File: src/rctu_pkg.sv
// Shared types and constants for the RV32 CSR and trap unit.
// No dependencies.
package rctu_pkg;

  localparam logic [3:0] OP_READ  = 4'd0;
  localparam logic [3:0] OP_WRITE = 4'd1;
  localparam logic [3:0] OP_SET   = 4'd2;
  localparam logic [3:0] OP_CLEAR = 4'd3;
  localparam logic [3:0] OP_TRAP  = 4'd4;
  localparam logic [3:0] OP_MRET  = 4'd5;
  localparam logic [3:0] OP_SRET  = 4'd6;
  localparam logic [3:0] OP_TVAL  = 4'd7;
  localparam logic [3:0] OP_TICK  = 4'd8;

  localparam logic [1:0] PRV_U = 2'd0;
  localparam logic [1:0] PRV_S = 2'd1;
  localparam logic [1:0] PRV_M = 2'd3;

  localparam logic [31:0] MISA_VAL   = 32'h4010_1105;
  localparam logic [31:0] TVEC_MASK  = 32'hffff_fffd;
  localparam logic [31:0] EPC_MASK   = 32'hffff_fffe;
  localparam logic [31:0] CAUSE_MASK = 32'h8000_00ff;
  localparam logic [31:0] CNTEN_MASK = 32'h0000_0007;
  localparam logic [31:0] SATP_MASK  = 32'h803f_ffff;
  localparam logic [31:0] SMASK      = 32'h000c_0122;
  localparam logic [31:0] MMASK      = 32'h007c_19aa;
  localparam logic [4:0]  CAUSE_ILLEGAL = 5'd2;

  // decoded transaction handed from front to back
  typedef struct packed {
    logic [3:0]  mode;
    logic [11:0] addr;
    logic [31:0] wdata;
    logic [4:0]  code;
    logic        intr;
    logic [31:0] pc;
  } item_t;

  typedef struct packed {
    logic        ok;
    logic [31:0] rdata;
    logic [31:0] target_pc;
  } res_t;

endpackage

File: src/riscv_csr_trap_unit.sv
// RV32 M/S CSR file with trap entry and return.
// Path: an accepted transaction is written into the queue, then the CSR stage registers its result.
// Throughput: one transaction per cycle; the CSR stage updates state and
// registers the result in the same cycle, and a two-entry queue absorbs stalls.
// Reset (rst_n low, synchronous): machine mode, all CSRs and counters zero,
// queue and output empty.
module riscv_csr_trap_unit (
  input  logic        clk,
  input  logic        rst_n,
  input  logic        in_valid,
  output logic        in_stall,
  input  logic [3:0]  in_mode,
  input  logic [11:0] in_csr_addr,
  input  logic [31:0] in_wdata,
  input  logic [4:0]  in_cause_code,
  input  logic        in_is_interrupt,
  input  logic [31:0] in_pc,
  output logic        out_valid,
  input  logic        out_stall,
  output logic        out_ok,
  output logic [31:0] out_rdata,
  output logic [31:0] out_target_pc
);
  import rctu_pkg::*;

  item_t in_item, q_item;
  res_t  res;
  logic  q_valid, q_pop;

  assign in_item = '{mode: in_mode, addr: in_csr_addr, wdata: in_wdata,
                     code: in_cause_code, intr: in_is_interrupt, pc: in_pc};

  rctu_front u_front (
    .clk(clk), .rst_n(rst_n), .in_valid(in_valid), .in_stall(in_stall),
    .in_item(in_item), .q_valid(q_valid), .q_pop(q_pop), .q_item(q_item)
  );

  rctu_back u_back (
    .clk(clk), .rst_n(rst_n), .q_valid(q_valid), .q_pop(q_pop), .q_item(q_item),
    .out_valid(out_valid), .out_stall(out_stall), .out_res(res)
  );

  assign out_ok        = res.ok;
  assign out_rdata     = res.rdata;
  assign out_target_pc = res.target_pc;
endmodule

File: src/rctu_front.sv
// Front end: two-entry queue that registers accepted transactions.
// Depends on rctu_pkg.
module rctu_front (
  input  logic                 clk,
  input  logic                 rst_n,
  input  logic                 in_valid,
  output logic                 in_stall,
  input  rctu_pkg::item_t      in_item,
  output logic                 q_valid,
  input  logic                 q_pop,
  output rctu_pkg::item_t      q_item
);
  import rctu_pkg::*;

  item_t      mem_r [2];
  logic       wp_r, rp_r;
  logic [1:0] cnt_r, cnt_nxt;
  logic       push;

  assign in_stall = (cnt_r == 2'd2);
  assign push     = in_valid && !in_stall;
  assign q_valid  = (cnt_r != 2'd0);
  assign q_item   = mem_r[rp_r];

  always_comb begin
    cnt_nxt = cnt_r + 2'(push) - 2'(q_pop);
  end

  always_ff @(posedge clk) begin
    if (!rst_n) begin
      wp_r  <= 1'b0;
      rp_r  <= 1'b0;
      cnt_r <= 2'd0;
    end else begin
      cnt_r <= cnt_nxt;
      if (push) wp_r <= ~wp_r;
      if (q_pop) rp_r <= ~rp_r;
    end
  end

  always_ff @(posedge clk) begin
    if (push) mem_r[wp_r] <= in_item;
  end
endmodule

File: src/rctu_back.sv
// Back end: CSR state, access checks, trap entry and return; registered result.
// Depends on rctu_pkg.
module rctu_back (
  input  logic              clk,
  input  logic              rst_n,
  input  logic              q_valid,
  output logic              q_pop,
  input  rctu_pkg::item_t   q_item,
  output logic              out_valid,
  input  logic              out_stall,
  output rctu_pkg::res_t    out_res
);
  import rctu_pkg::*;

  logic [1:0]  prv_r, prv_nxt;
  logic [31:0] st_r, st_nxt;
  logic [31:0] mie_r, mip_r, mtvec_r, mscr_r, mepc_r, mcause_r, mtval_r;
  logic [31:0] medeleg_r, mideleg_r, mcnten_r;
  logic [31:0] sie_r, sip_r, stvec_r, scnten_r, sscr_r, sepc_r, scause_r, stval_r, satp_r;
  logic [31:0] mie_n, mtvec_n, mscr_n, mepc_n, mcause_n, mtval_n;
  logic [31:0] medeleg_n, mideleg_n, mcnten_n;
  logic [31:0] sie_n, stvec_n, scnten_n, sscr_n, sepc_n, scause_n, stval_n, satp_n;
  logic [63:0] cyc_r, cyc_nxt, ret_r, ret_nxt;
  logic        ov_r;
  res_t        res_r, res_nxt;

  logic        fire;
  logic        rd_ok, wr_ok, pc_ok, pi_ok, satp_ok, do_trap;
  logic [31:0] rv, d;
  logic [4:0]  t_code;
  logic        t_intr;
  logic [31:0] deleg, tvec, s;
  logic [1:0]  tgt;
  logic [11:0] a;

  assign fire      = q_valid && (!ov_r || !out_stall);
  assign q_pop     = fire;
  assign out_valid = ov_r;
  assign out_res   = res_r;
  assign a         = q_item.addr;

  // read decode, shared by read/set/clear
  always_comb begin
    pc_ok = (prv_r >= PRV_M || mcnten_r[0]) && (prv_r >= PRV_S || scnten_r[0]);
    pi_ok = (prv_r >= PRV_M || mcnten_r[2]) && (prv_r >= PRV_S || scnten_r[2]);
    satp_ok = (prv_r >= PRV_M) || !st_r[20];
    rd_ok = 1'b1;
    rv = '0;
    unique case (a)
      12'h301: rv = MISA_VAL;
      12'hf11, 12'hf12, 12'hf13, 12'hf14: rv = '0;
      12'h300: rv = st_r & MMASK;
      12'h304: rv = mie_r;
      12'h344: rv = mip_r;
      12'h305: rv = mtvec_r;
      12'h340: rv = mscr_r;
      12'h341: rv = mepc_r;
      12'h342: rv = mcause_r;
      12'h343: rv = mtval_r;
      12'h302: rv = medeleg_r;
      12'h303: rv = mideleg_r;
      12'h306: rv = mcnten_r;
      12'hb00: rv = cyc_r[31:0];
      12'hb80: rv = cyc_r[63:32];
      12'hb02: rv = ret_r[31:0];
      12'hb82: rv = ret_r[63:32];
      12'h100: rv = st_r & SMASK;
      12'h104: rv = sie_r;
      12'h144: rv = sip_r;
      12'h105: rv = stvec_r;
      12'h106: rv = scnten_r;
      12'h140: rv = sscr_r;
      12'h141: rv = sepc_r;
      12'h142: rv = scause_r;
      12'h143: rv = stval_r;
      12'h180: begin rd_ok = satp_ok; rv = satp_r; end
      12'hc00: begin rd_ok = pc_ok; rv = cyc_r[31:0]; end
      12'hc80: begin rd_ok = pc_ok; rv = cyc_r[63:32]; end
      12'hc02: begin rd_ok = pi_ok; rv = ret_r[31:0]; end
      12'hc82: begin rd_ok = pi_ok; rv = ret_r[63:32]; end
      default: rd_ok = 1'b0;
    endcase
    if (a[9:8] > prv_r) rd_ok = 1'b0;
  end

  always_comb begin
    prv_nxt = prv_r; st_nxt = st_r;
    mie_n = mie_r; mtvec_n = mtvec_r; mscr_n = mscr_r; mepc_n = mepc_r;
    mcause_n = mcause_r; mtval_n = mtval_r; medeleg_n = medeleg_r;
    mideleg_n = mideleg_r; mcnten_n = mcnten_r;
    sie_n = sie_r; stvec_n = stvec_r; scnten_n = scnten_r; sscr_n = sscr_r;
    sepc_n = sepc_r; scause_n = scause_r; stval_n = stval_r; satp_n = satp_r;
    cyc_nxt = cyc_r; ret_nxt = ret_r;
    res_nxt = '0;
    do_trap = 1'b0;
    t_code = q_item.code;
    t_intr = q_item.intr;
    wr_ok = 1'b0;
    d = q_item.wdata;
    deleg = '0; tvec = '0; s = '0; tgt = PRV_M;
    case (q_item.mode)
      OP_READ: begin
        res_nxt.ok = rd_ok;
        res_nxt.rdata = rd_ok ? rv : 32'd0;
      end
      OP_WRITE, OP_SET, OP_CLEAR: begin
        wr_ok = !(a[9:8] > prv_r) && (a[11:10] != 2'd3);
        if (q_item.mode == OP_SET) begin
          wr_ok = wr_ok && rd_ok; d = rv | q_item.wdata;
        end else if (q_item.mode == OP_CLEAR) begin
          wr_ok = wr_ok && rd_ok; d = rv & ~q_item.wdata;
        end
        if (wr_ok) begin
          unique case (a)
            12'h301, 12'h344, 12'h144: ;
            12'h300: begin
              st_nxt = d & MMASK;
              if (st_nxt[12:11] == 2'd2) st_nxt[12:11] = 2'd0;
            end
            12'h304: mie_n = d;
            12'h305: mtvec_n = d & TVEC_MASK;
            12'h340: mscr_n = d;
            12'h341: mepc_n = d & EPC_MASK;
            12'h342: mcause_n = d & CAUSE_MASK;
            12'h343: mtval_n = d;
            12'h302: medeleg_n = d;
            12'h303: mideleg_n = d;
            12'h306: mcnten_n = d & CNTEN_MASK;
            12'hb00: cyc_nxt[31:0] = d;
            12'hb80: cyc_nxt[63:32] = d;
            12'hb02: ret_nxt[31:0] = d;
            12'hb82: ret_nxt[63:32] = d;
            12'h100: st_nxt = (d & SMASK) | (st_r & ~SMASK);
            12'h104: sie_n = d;
            12'h105: stvec_n = d & TVEC_MASK;
            12'h106: scnten_n = d & CNTEN_MASK;
            12'h140: sscr_n = d;
            12'h141: sepc_n = d & EPC_MASK;
            12'h142: scause_n = d & CAUSE_MASK;
            12'h143: stval_n = d;
            12'h180: begin
              if (satp_ok) satp_n = d & SATP_MASK;
              else wr_ok = 1'b0;
            end
            default: wr_ok = 1'b0;
          endcase
        end
        res_nxt.ok = wr_ok;
      end
      OP_TRAP: begin
        do_trap = 1'b1;
        res_nxt.ok = 1'b1;
      end
      OP_MRET: begin
        if (prv_r != PRV_M) begin
          do_trap = 1'b1; t_code = CAUSE_ILLEGAL; t_intr = 1'b0;
        end else begin
          st_nxt = st_r;
          st_nxt[3] = st_r[7];
          st_nxt[7] = 1'b1;
          st_nxt[12:11] = 2'd0;
          prv_nxt = (st_r[12:11] == 2'd2) ? PRV_U : st_r[12:11];
          res_nxt.target_pc = mepc_r;
          res_nxt.ok = 1'b1;
        end
      end
      OP_SRET: begin
        if (prv_r == PRV_U || (prv_r == PRV_S && st_r[22])) begin
          do_trap = 1'b1; t_code = CAUSE_ILLEGAL; t_intr = 1'b0;
        end else begin
          st_nxt = st_r;
          st_nxt[1] = st_r[5];
          st_nxt[5] = 1'b1;
          st_nxt[8] = 1'b0;
          prv_nxt = {1'b0, st_r[8]};
          res_nxt.target_pc = sepc_r;
          res_nxt.ok = 1'b1;
        end
      end
      OP_TVAL: begin
        if (prv_r == PRV_S) stval_n = q_item.wdata;
        else mtval_n = q_item.wdata;
        res_nxt.ok = 1'b1;
      end
      OP_TICK: begin
        cyc_nxt = cyc_r + 64'd1;
        ret_nxt = ret_r + 64'd1;
        res_nxt.ok = 1'b1;
      end
      default: ;
    endcase

    if (do_trap) begin
      deleg = t_intr ? mideleg_r : medeleg_r;
      tgt = deleg[t_code] ? PRV_S : PRV_M;
      if (tgt < prv_r) tgt = prv_r;
      if (tgt == PRV_M) begin
        s = st_r;
        s[12:11] = prv_r;
        s[7] = st_r[3];
        s[3] = 1'b0;
        mcause_n = {t_intr, 26'd0, t_code};
        mepc_n = q_item.pc & EPC_MASK;
        tvec = mtvec_r;
      end else begin
        s = st_r;
        s[8] = prv_r[0];
        s[5] = st_r[1];
        s[1] = 1'b0;
        scause_n = {t_intr, 26'd0, t_code};
        sepc_n = q_item.pc & EPC_MASK;
        tvec = stvec_r;
      end
      st_nxt = s;
      prv_nxt = tgt;
      res_nxt.target_pc = (tvec & EPC_MASK) +
                          ((tvec[0] && t_intr) ? {25'd0, t_code, 2'b00} : 32'd0);
    end
  end

  always_ff @(posedge clk) begin
    if (!rst_n) begin
      ov_r <= 1'b0;
      prv_r <= PRV_M; st_r <= '0;
      mie_r <= '0; mip_r <= '0; mtvec_r <= '0; mscr_r <= '0; mepc_r <= '0;
      mcause_r <= '0; mtval_r <= '0; medeleg_r <= '0; mideleg_r <= '0; mcnten_r <= '0;
      sie_r <= '0; sip_r <= '0; stvec_r <= '0; scnten_r <= '0; sscr_r <= '0;
      sepc_r <= '0; scause_r <= '0; stval_r <= '0; satp_r <= '0;
      cyc_r <= '0; ret_r <= '0;
    end else begin
      if (fire) begin
        ov_r <= 1'b1;
        prv_r <= prv_nxt; st_r <= st_nxt;
        mie_r <= mie_n; mtvec_r <= mtvec_n; mscr_r <= mscr_n; mepc_r <= mepc_n;
        mcause_r <= mcause_n; mtval_r <= mtval_n; medeleg_r <= medeleg_n;
        mideleg_r <= mideleg_n; mcnten_r <= mcnten_n;
        sie_r <= sie_n; stvec_r <= stvec_n; scnten_r <= scnten_n; sscr_r <= sscr_n;
        sepc_r <= sepc_n; scause_r <= scause_n; stval_r <= stval_n; satp_r <= satp_n;
        cyc_r <= cyc_nxt; ret_r <= ret_nxt;
      end else if (!out_stall) begin
        ov_r <= 1'b0;
      end
    end
  end

  always_ff @(posedge clk) begin
    if (fire) res_r <= res_nxt;
  end
endmodule

File: config.mk
export PLATFORM = sky130hd
export DESIGN_NAME = riscv_csr_trap_unit
export DESIGN_NICKNAME = d
export VERILOG_FILES = /design/src/rctu_pkg.sv /design/src/riscv_csr_trap_unit.sv /design/src/rctu_front.sv /design/src/rctu_back.sv
export SDC_FILE = /design/constraint.sdc
export NUM_CORES = 2
export LEC_CHECK = 0
export BUFFER_PORTS_ARGS = -buffer_cell sky130_fd_sc_hd__buf_2
export CAP_MARGIN = 20
export CORE_MARGIN = 3
export CORE_UTILIZATION = 40
export CTS_BUF_LIST = sky130_fd_sc_hd__clkbuf_4
export DETAILED_ROUTE_END_ITERATION = 8
export SYNTH_ARGS = -nofsm -noshare
export SYNTH_HDL_FRONTEND = slang
export SYNTH_SLANG_ARGS = --single-unit
File: constraint.sdc
create_clock -name clk -period 7.03 [get_ports clk]
set_input_delay 0.3515 -clock clk [delete_from_list [all_inputs] [get_ports clk]]
set_output_delay 0.3515 -clock clk [all_outputs]
set_load 0.01 [all_outputs]
After elaboration in Yosys (flattened, before gate mapping) --
Memories as Yosys holds them, arrays and structs flattened. A register that Yosys moved wholly into a read port is not among the register bits. Cells that the tools add are included.
Operators by class: bitwise operators 9, $add $sub $neg 5, multiplexer cells 92, order comparisons 5, equality and inequality tests 67, reduce and logical (&&, ||, !) cells 61
Operators with widths (number):
- 2-to-1 mux 32 bit | 41
- one-hot mux 32 bit (24 select lines) | 1
- one-hot mux 32 bit (2 select lines) | 4
- one-hot mux 64 bit (2 select lines) | 2
- == test 12 x 10 -> 1 bit (second input constant) | 12
- == test 12 bit (second input constant) | 12
- adder 64 x 1 -> 64 bit (second input constant) | 2
- 2-to-1 mux 64 bit | 2
- == test 12 x 9 -> 1 bit (second input constant) | 10
- one-hot mux 32 bit (3 select lines) | 1
- AND reduction 4 bit | 15
- adder 32 bit | 1
- bitwise AND 32 bit | 1
- inverter 32 bit | 1
- bitwise OR 20 x 32 -> 32 bit | 1
- bitwise OR 32 bit | 1
- OR reduction 29 bit | 1
- 2-to-1 mux 13 bit | 2
- OR reduction 25 bit | 1
- != test 2 bit (second input constant) | 12
- AND reduction 7 bit | 3
- 2-to-1 mux 1 bit | 19
- == test 4 x 3 -> 1 bit (second input constant) | 4
- 2-to-1 mux 2 bit | 8
- 37 further kinds | 82
Storage, ports and cells: memory bits (writable) 172, flip-flop bits (word level) 707, memories kept 1
Memory list:
- u_front.mem_r | depth 2, width 86, rd ports 1, clocked after memory_dff 1, wr ports 1, line rctu_front.sv:15 | item_t mem_r [2];

Logic depth before layout (Yosys ltp) --
depth in word-level cells 19, gate-level depth with buffers 30, depth with buffers taken out 22

Cells and area by module --
Synthesis repeated with hierarchy kept, for this count alone.
Second synthesis, totals: cell total of the unflattened synthesis 4484, area, all modules 42295.6 um^2
By module, submodules not included:
- rctu_back | area an instance 35659.2 um^2, cells each 4191, instances 1
- rctu_front | area an instance 6636.4 um^2, cells each 293, instances 1

Worst setup path after synthesis --
OpenSTA, ideal clock, no wires.
kind register to register, start reg with a tool-made name, end reg u_back.res_r (netlist bit u_back.out_res[31]) (data pin), cell stages (with the launch flop) 26, buffers on the path 5, path slack 1.483 ns, arrival time 5.411 ns, clock period less this slack 5.547 ns, cell sequence dfxtp_1 > buf_6 > mux2_4 > or4_1 > buf_2 > a21oi_4 > a211oi_1 > a311oi_1 > a22o_1 > a22oi_4 > a211oi_4 > buf_6 > buf_2 > mux2_2 > ha_1 > a21o_1 > a21oi_1 > nor2b_1 > o21ai_0 > nand2b_1 > clkbuf_1 > and4_1 > nand3_1 > mux2_4 > or4_1 > nand3_1
RTL lines:
- end signal: assignment | line rctu_back.sv:247 | if (fire) res_r <= res_nxt;
- end: declaration | line rctu_back.sv:25 | res_t res_r, res_nxt;

==> tab_implementation.tex <==
\begin{tabular}{lr}
\hline
Metric & Value \\
\hline
\multicolumn{2}{l}{\textbf{Die}} \\
\quad Std-Cell Core Area & 0.104 mm² \\
\quad Horiz. Die Dim & approximately 330 µm \\
\quad Initial Utilization & 40.5\% \\
\quad Number of placed I/O pins & 157 \\
\quad Height of the die & 331 µm \\
\quad Site row count & about 120 \\
\quad Die outline area & 0.109 mm² \\
\multicolumn{2}{l}{\textbf{Setup path}} \\
\quad Highest cell delay on the worst timing path & $\sim$0.47 ns \\
\quad Reg2reg end & u\_back.out\_res[18] \\
\quad Library cell appearing most often on the critical path & buf\_4 \\
\quad Data arrival, critical path & $\sim$7.7 ns \\
\quad Kind of capture point of the worst setup path & flip-flop \\
\quad Count of buffering cells on the critical path with inverters included & 4 \\
\quad Setup slack of the most critical reg-to-reg path & around 0.42 ns \\
\quad CP startpoint kind & flip-flop \\
\quad Worst setup path class & reg -> reg \\
\quad Worst Reg2Reg Path Length in Cells & 24 \\
\quad WP data required & 8.10 ns \\
\quad Cell with the largest stage delay on the worst path & a2111oi\_0 \\
\quad Highest net fanout along the worst path & 44 \\
\quad Cell Chain, Critical Path & buf\_4, mux2i\_1, buf\_4, nor3\_2, o21ai\_1, buf\_4, nand2\_1, o211ai\_1, a32oi\_1, a22o\_1, a211oi\_4, mux2\_2, nand3\_1, nor2\_1, ha\_1, fa\_1, a21o\_1, a21o\_1, a21o\_1, buf\_4, and2\_1, a2111oi\_0, a31oi\_1, nand3\_1 \\
\quad Top cell family by delay on the critical path & compound AO/OA/AOI/OAI gates \\
\multicolumn{2}{l}{\textbf{Final layout}} \\
\quad Area delta synth->final & 16.9\% \\
\quad Filler Cell Count & 9,959 \\
\quad Total area of multi-input combinational cells & 0.0209 mm² \\
\quad Number of nets at the end of the flow & 5,052 \\
\quad Share of cells above drive strength 1 & about a fifth \\
\quad Fin util & 47.3\% \\
\quad Non-filler cells in the finished layout & 6,534 \\
\quad Area taken by flip-flops and latches & 0.0195 mm² \\
\multicolumn{2}{l}{\textbf{Synthesis}} \\
\quad Total nets after synthesis & 4,743 \\
\quad Number of distinct library cells after synthesis & 100 \\
\quad Library cell occupying the most area in the post-synthesis netlist & dfxtp\_1 \\
\quad Number of synthesis warnings & 0 \\
\quad Area contributors post-synth & dfxtp\_1, edfxtp\_1, nand2\_1 \\
\quad Synth Flop Type & dfxtp\_1 \\
\quad Post-synth EDFFs & around 240 \\
\quad Portion of the post-synthesis area used by sequential elements & between 40\% and 50\% \\
\quad Cell Area, Synth & between 0.04 and 0.05 mm² \\
\quad Area share of the largest cell type after synthesis & between 20\% and 30\% \\
\quad Async set or reset register ratio after synthesis & 0\% \\
\quad Number of register bits inferred by synthesis & 858 \\
\quad Mean instance size in the synthesized netlist & $\sim$9.1 µm² \\
\quad Cell count after synthesis & 4,641 \\
\quad Most numerous cell types in the synthesized netlist & dfxtp\_1, nand2\_1, a21oi\_1 \\
\quad Library cell with the highest instance count after synthesis & dfxtp\_1 \\
\multicolumn{2}{l}{\textbf{Routing}} \\
\quad Violation count after the first detailed-route iteration & 6,035 \\
\quad Final wirelength & 194,000 µm \\
\quad Overall via count from detail\_route & 42,120 \\
\quad Vias per cell & 6.45 \\
\quad DR DRC count & 0 \\
\quad Detail-routed net length per standard cell & 29.7 µm \\
\quad Pre-Repair DR Iteration Count & 9 \\
\quad Final antenna-violating net count & 0 \\
\multicolumn{2}{l}{\textbf{Clock tree}} \\
\quad Total number of clock tree sinks & 858 \\
\quad Deepest clock path buffer count & 3 \\
\quad Clock tree from TritonCTS & done \\
\quad Inserted Clock Buffers & 225 \\
\quad Source-to-sink clock delay at the later pin of the worst-skew pair & 1.23 ns \\
\quad Root Buffer Master & clkbuf\_4 \\
\quad Maximum level of the CTS H-tree & 4 \\
\quad Post-cts resize count & 0 \\
\quad Clock transition at the registers of the reported paths & 0.07 ns \\
\multicolumn{2}{l}{\textbf{Hold path}} \\
\quad Class of the worst hold path & in -> reg \\
\quad Worst hold path endpoint & u\_back.ret\_r[14] \\
\quad Start point of the worst hold path & rst\_n \\
\quad Hold Path Stages & 3 \\
\multicolumn{2}{l}{\textbf{Timing}} \\
\quad RSZ-0062 raised after global routing & false \\
\quad Relative slew slack & a little under a fifth \\
\quad Shortest clock period the worst path allows after layout & 6.61 ns \\
\quad Number of pins with negative max-slew slack in the final report & 0 \\
\quad Endpoints failing hold & 0 \\
\quad Final setup TNS & 0 ns \\
\quad F\_max & around 150 MHz \\
\quad Final number of setup-violating endpoints & 0 \\
\quad Transition at the pin with the smallest max-transition slack & about 1.2 ns \\
\quad Period utilization & 94.0\% \\
\quad Final worst clock skew & about 0.089 ns \\
\multicolumn{2}{l}{\textbf{GRT}} \\
\quad Antenna violations before repair & 13 \\
\quad Wire length of the first global-routing pass & approximately 280,000 µm \\
\quad Number of global-route vias before repair & 38,694 \\
\quad Overall Global Routing Usage & 34.6\% \\
\quad Leftover overflow at the end of global routing & 0 \\
\quad Maximum number of pins on one net before global-route repair & approximately 160 \\
\multicolumn{2}{l}{\textbf{Run}} \\
\quad Maxcap violations & 0 \\
\multicolumn{2}{l}{\textbf{Placement}} \\
\quad Placed Cells & 5,929 \\
\quad Detailed placement HPWL & 136,000 µm \\
\quad GPL Wtd Cong & roughly 1.0 \\
\quad Buffers added on ports & 155 \\
\multicolumn{2}{l}{\textbf{Run status}} \\
\quad Result of the run & finished, final reports clean \\
\multicolumn{2}{l}{\textbf{Pwr}} \\
\quad Worst IR drop on VDD & just over 0.0004 V \\
\quad PnR Total Power & about 15 mW \\
\quad Power density over the cells & 297 mW/mm² \\
\quad Leakage & 17.2 nW \\
\hline
\end{tabular}
[per-layer routing]
layer,part of all wire [%],global-route usage (%)
met1,40,45.9
met2,42,50.9
met3,11,9.26
met5,0.053,0
met4,6.4,19.5
[flip-flops by register name, indices dropped and copies added, names as in the netlist, 2 cells and up, named ones only]
name / count
u_back.mcause_r: 32
u_back.prv_r: 2
u_back.medeleg_r: 32
u_back.mepc_r: 32
u_back.ret_r: 64
u_back.mscr_r: 32
u_back.mcnten_r: 3
u_back.satp_r: 23
u_back.st_r: 12
u_back.sepc_r: 32
u_back.cyc_r: 64
u_back.sscr_r: 32
u_back.out_res: 65
u_back.mideleg_r: 32
u_back.mtval_r: 32
u_back.mtvec_r: 31
u_back.scnten_r: 3
u_front.mem_r: 170
u_back.stvec_r: 31
u_front.cnt_r: 2
u_back.mie_r: 32
u_back.stval_r: 32
u_back.scause_r: 32
u_back.sie_r: 32
[per-stage QoR]
| stage | instance area (µm²) | hold WS (ns) | setup slack [ns] |
|---|---|---|---|
| after floorplan | 42100 | 0.423 | 1.48 |
| after global routing | 49200 | 0.0248 | 0.120 |
| after detailed placement | 44500 | 0.443 | 0.626 |
| final | 49300 | 0.0807 | 0.419 |
| after global placement | 44500 | 0.436 | 0.713 |
| after CTS | 49200 | 0.0112 | 0.593 |
[layout make-up]
class                   count  share of cell area [%]
well taps                1380                    3.51
inverters                  30                   0.249
diodes                     19                  0.0965
clock buffers             341                    5.20
repair buffers            507                    8.06
multi-input cells        3328                    42.4
clock inverters            71                   0.795
flip-flops and latches    858                    39.7
[worst max-delay path by stage]
stage,to,slack [ns],cells after the start
global route,u_back.out_res[17],0.12,25
floorplan,u_back.out_res[31],1.48,25
global placement,u_back.out_res[17],0.71,23
detailed placement,u_back.out_res[18],0.63,24
CTS,u_back.out_res[18],0.59,24
finish,u_back.out_res[18],0.42,24
[cells by family (layout without fill, tap and decap cells)]
logic type,Yosys count,after routing,synth area share [%]
other cells,0,19,0
simple gates,1594,1594,17.9
mux,149,149,3.73
flops,858,858,46.3
xor+xnor,36,36,0.748
buf+inv,455,949,4.55
compound gates,1537,1537,26.3
fa+ha+maj,12,12,0.374
[power breakdown]
group          switching (mW)  internal [mW]  total [mW]  leakage, nW
clock                    2.27           2.30        4.56         1.75
combinational            3.03           1.20        4.24         8.19
sequential              0.266           5.54        5.81         7.25
total                    5.57           9.04        14.6         17.2
[repair_timing]
action,CTS,global route
setup buffers,0,0
hold buffers,173,0
endpoints found under the hold margin,397,0
[cell usage in the layout, fill, tap and decap left out, types with 42 or more instances in the layout]
master,Yosys,layout
dfxtp_1,623,622
nand2_1,566,565
a21oi_1,413,412
nor2_1,407,405
clkbuf_4,0,341
edfxtp_1,235,235
o21ai_0,181,178
dlygate4sd3_1,0,173
buf_4,13,169
buf_2,96,155
a22oi_1,149,149
o221a_2,122,122
and3_1,122,118
a211oi_1,113,113
nand3_1,101,101
mux2i_1,99,99
a22o_1,97,97
a221oi_1,87,87
and2_1,72,72
nand4_1,66,66
nor3_1,60,58
a31oi_1,56,50
clkinv_1,0,50
o22a_1,46,46
mux2_2,44,44
a222oi_1,42,42
[worst min-delay path: cells and delay by family]
kind / cells / cell delay (ns)
compound gates: 1 / 0.15
buf+inv: 2 / 0.75
Note: power is estimated with default switching activity, not from simulation.
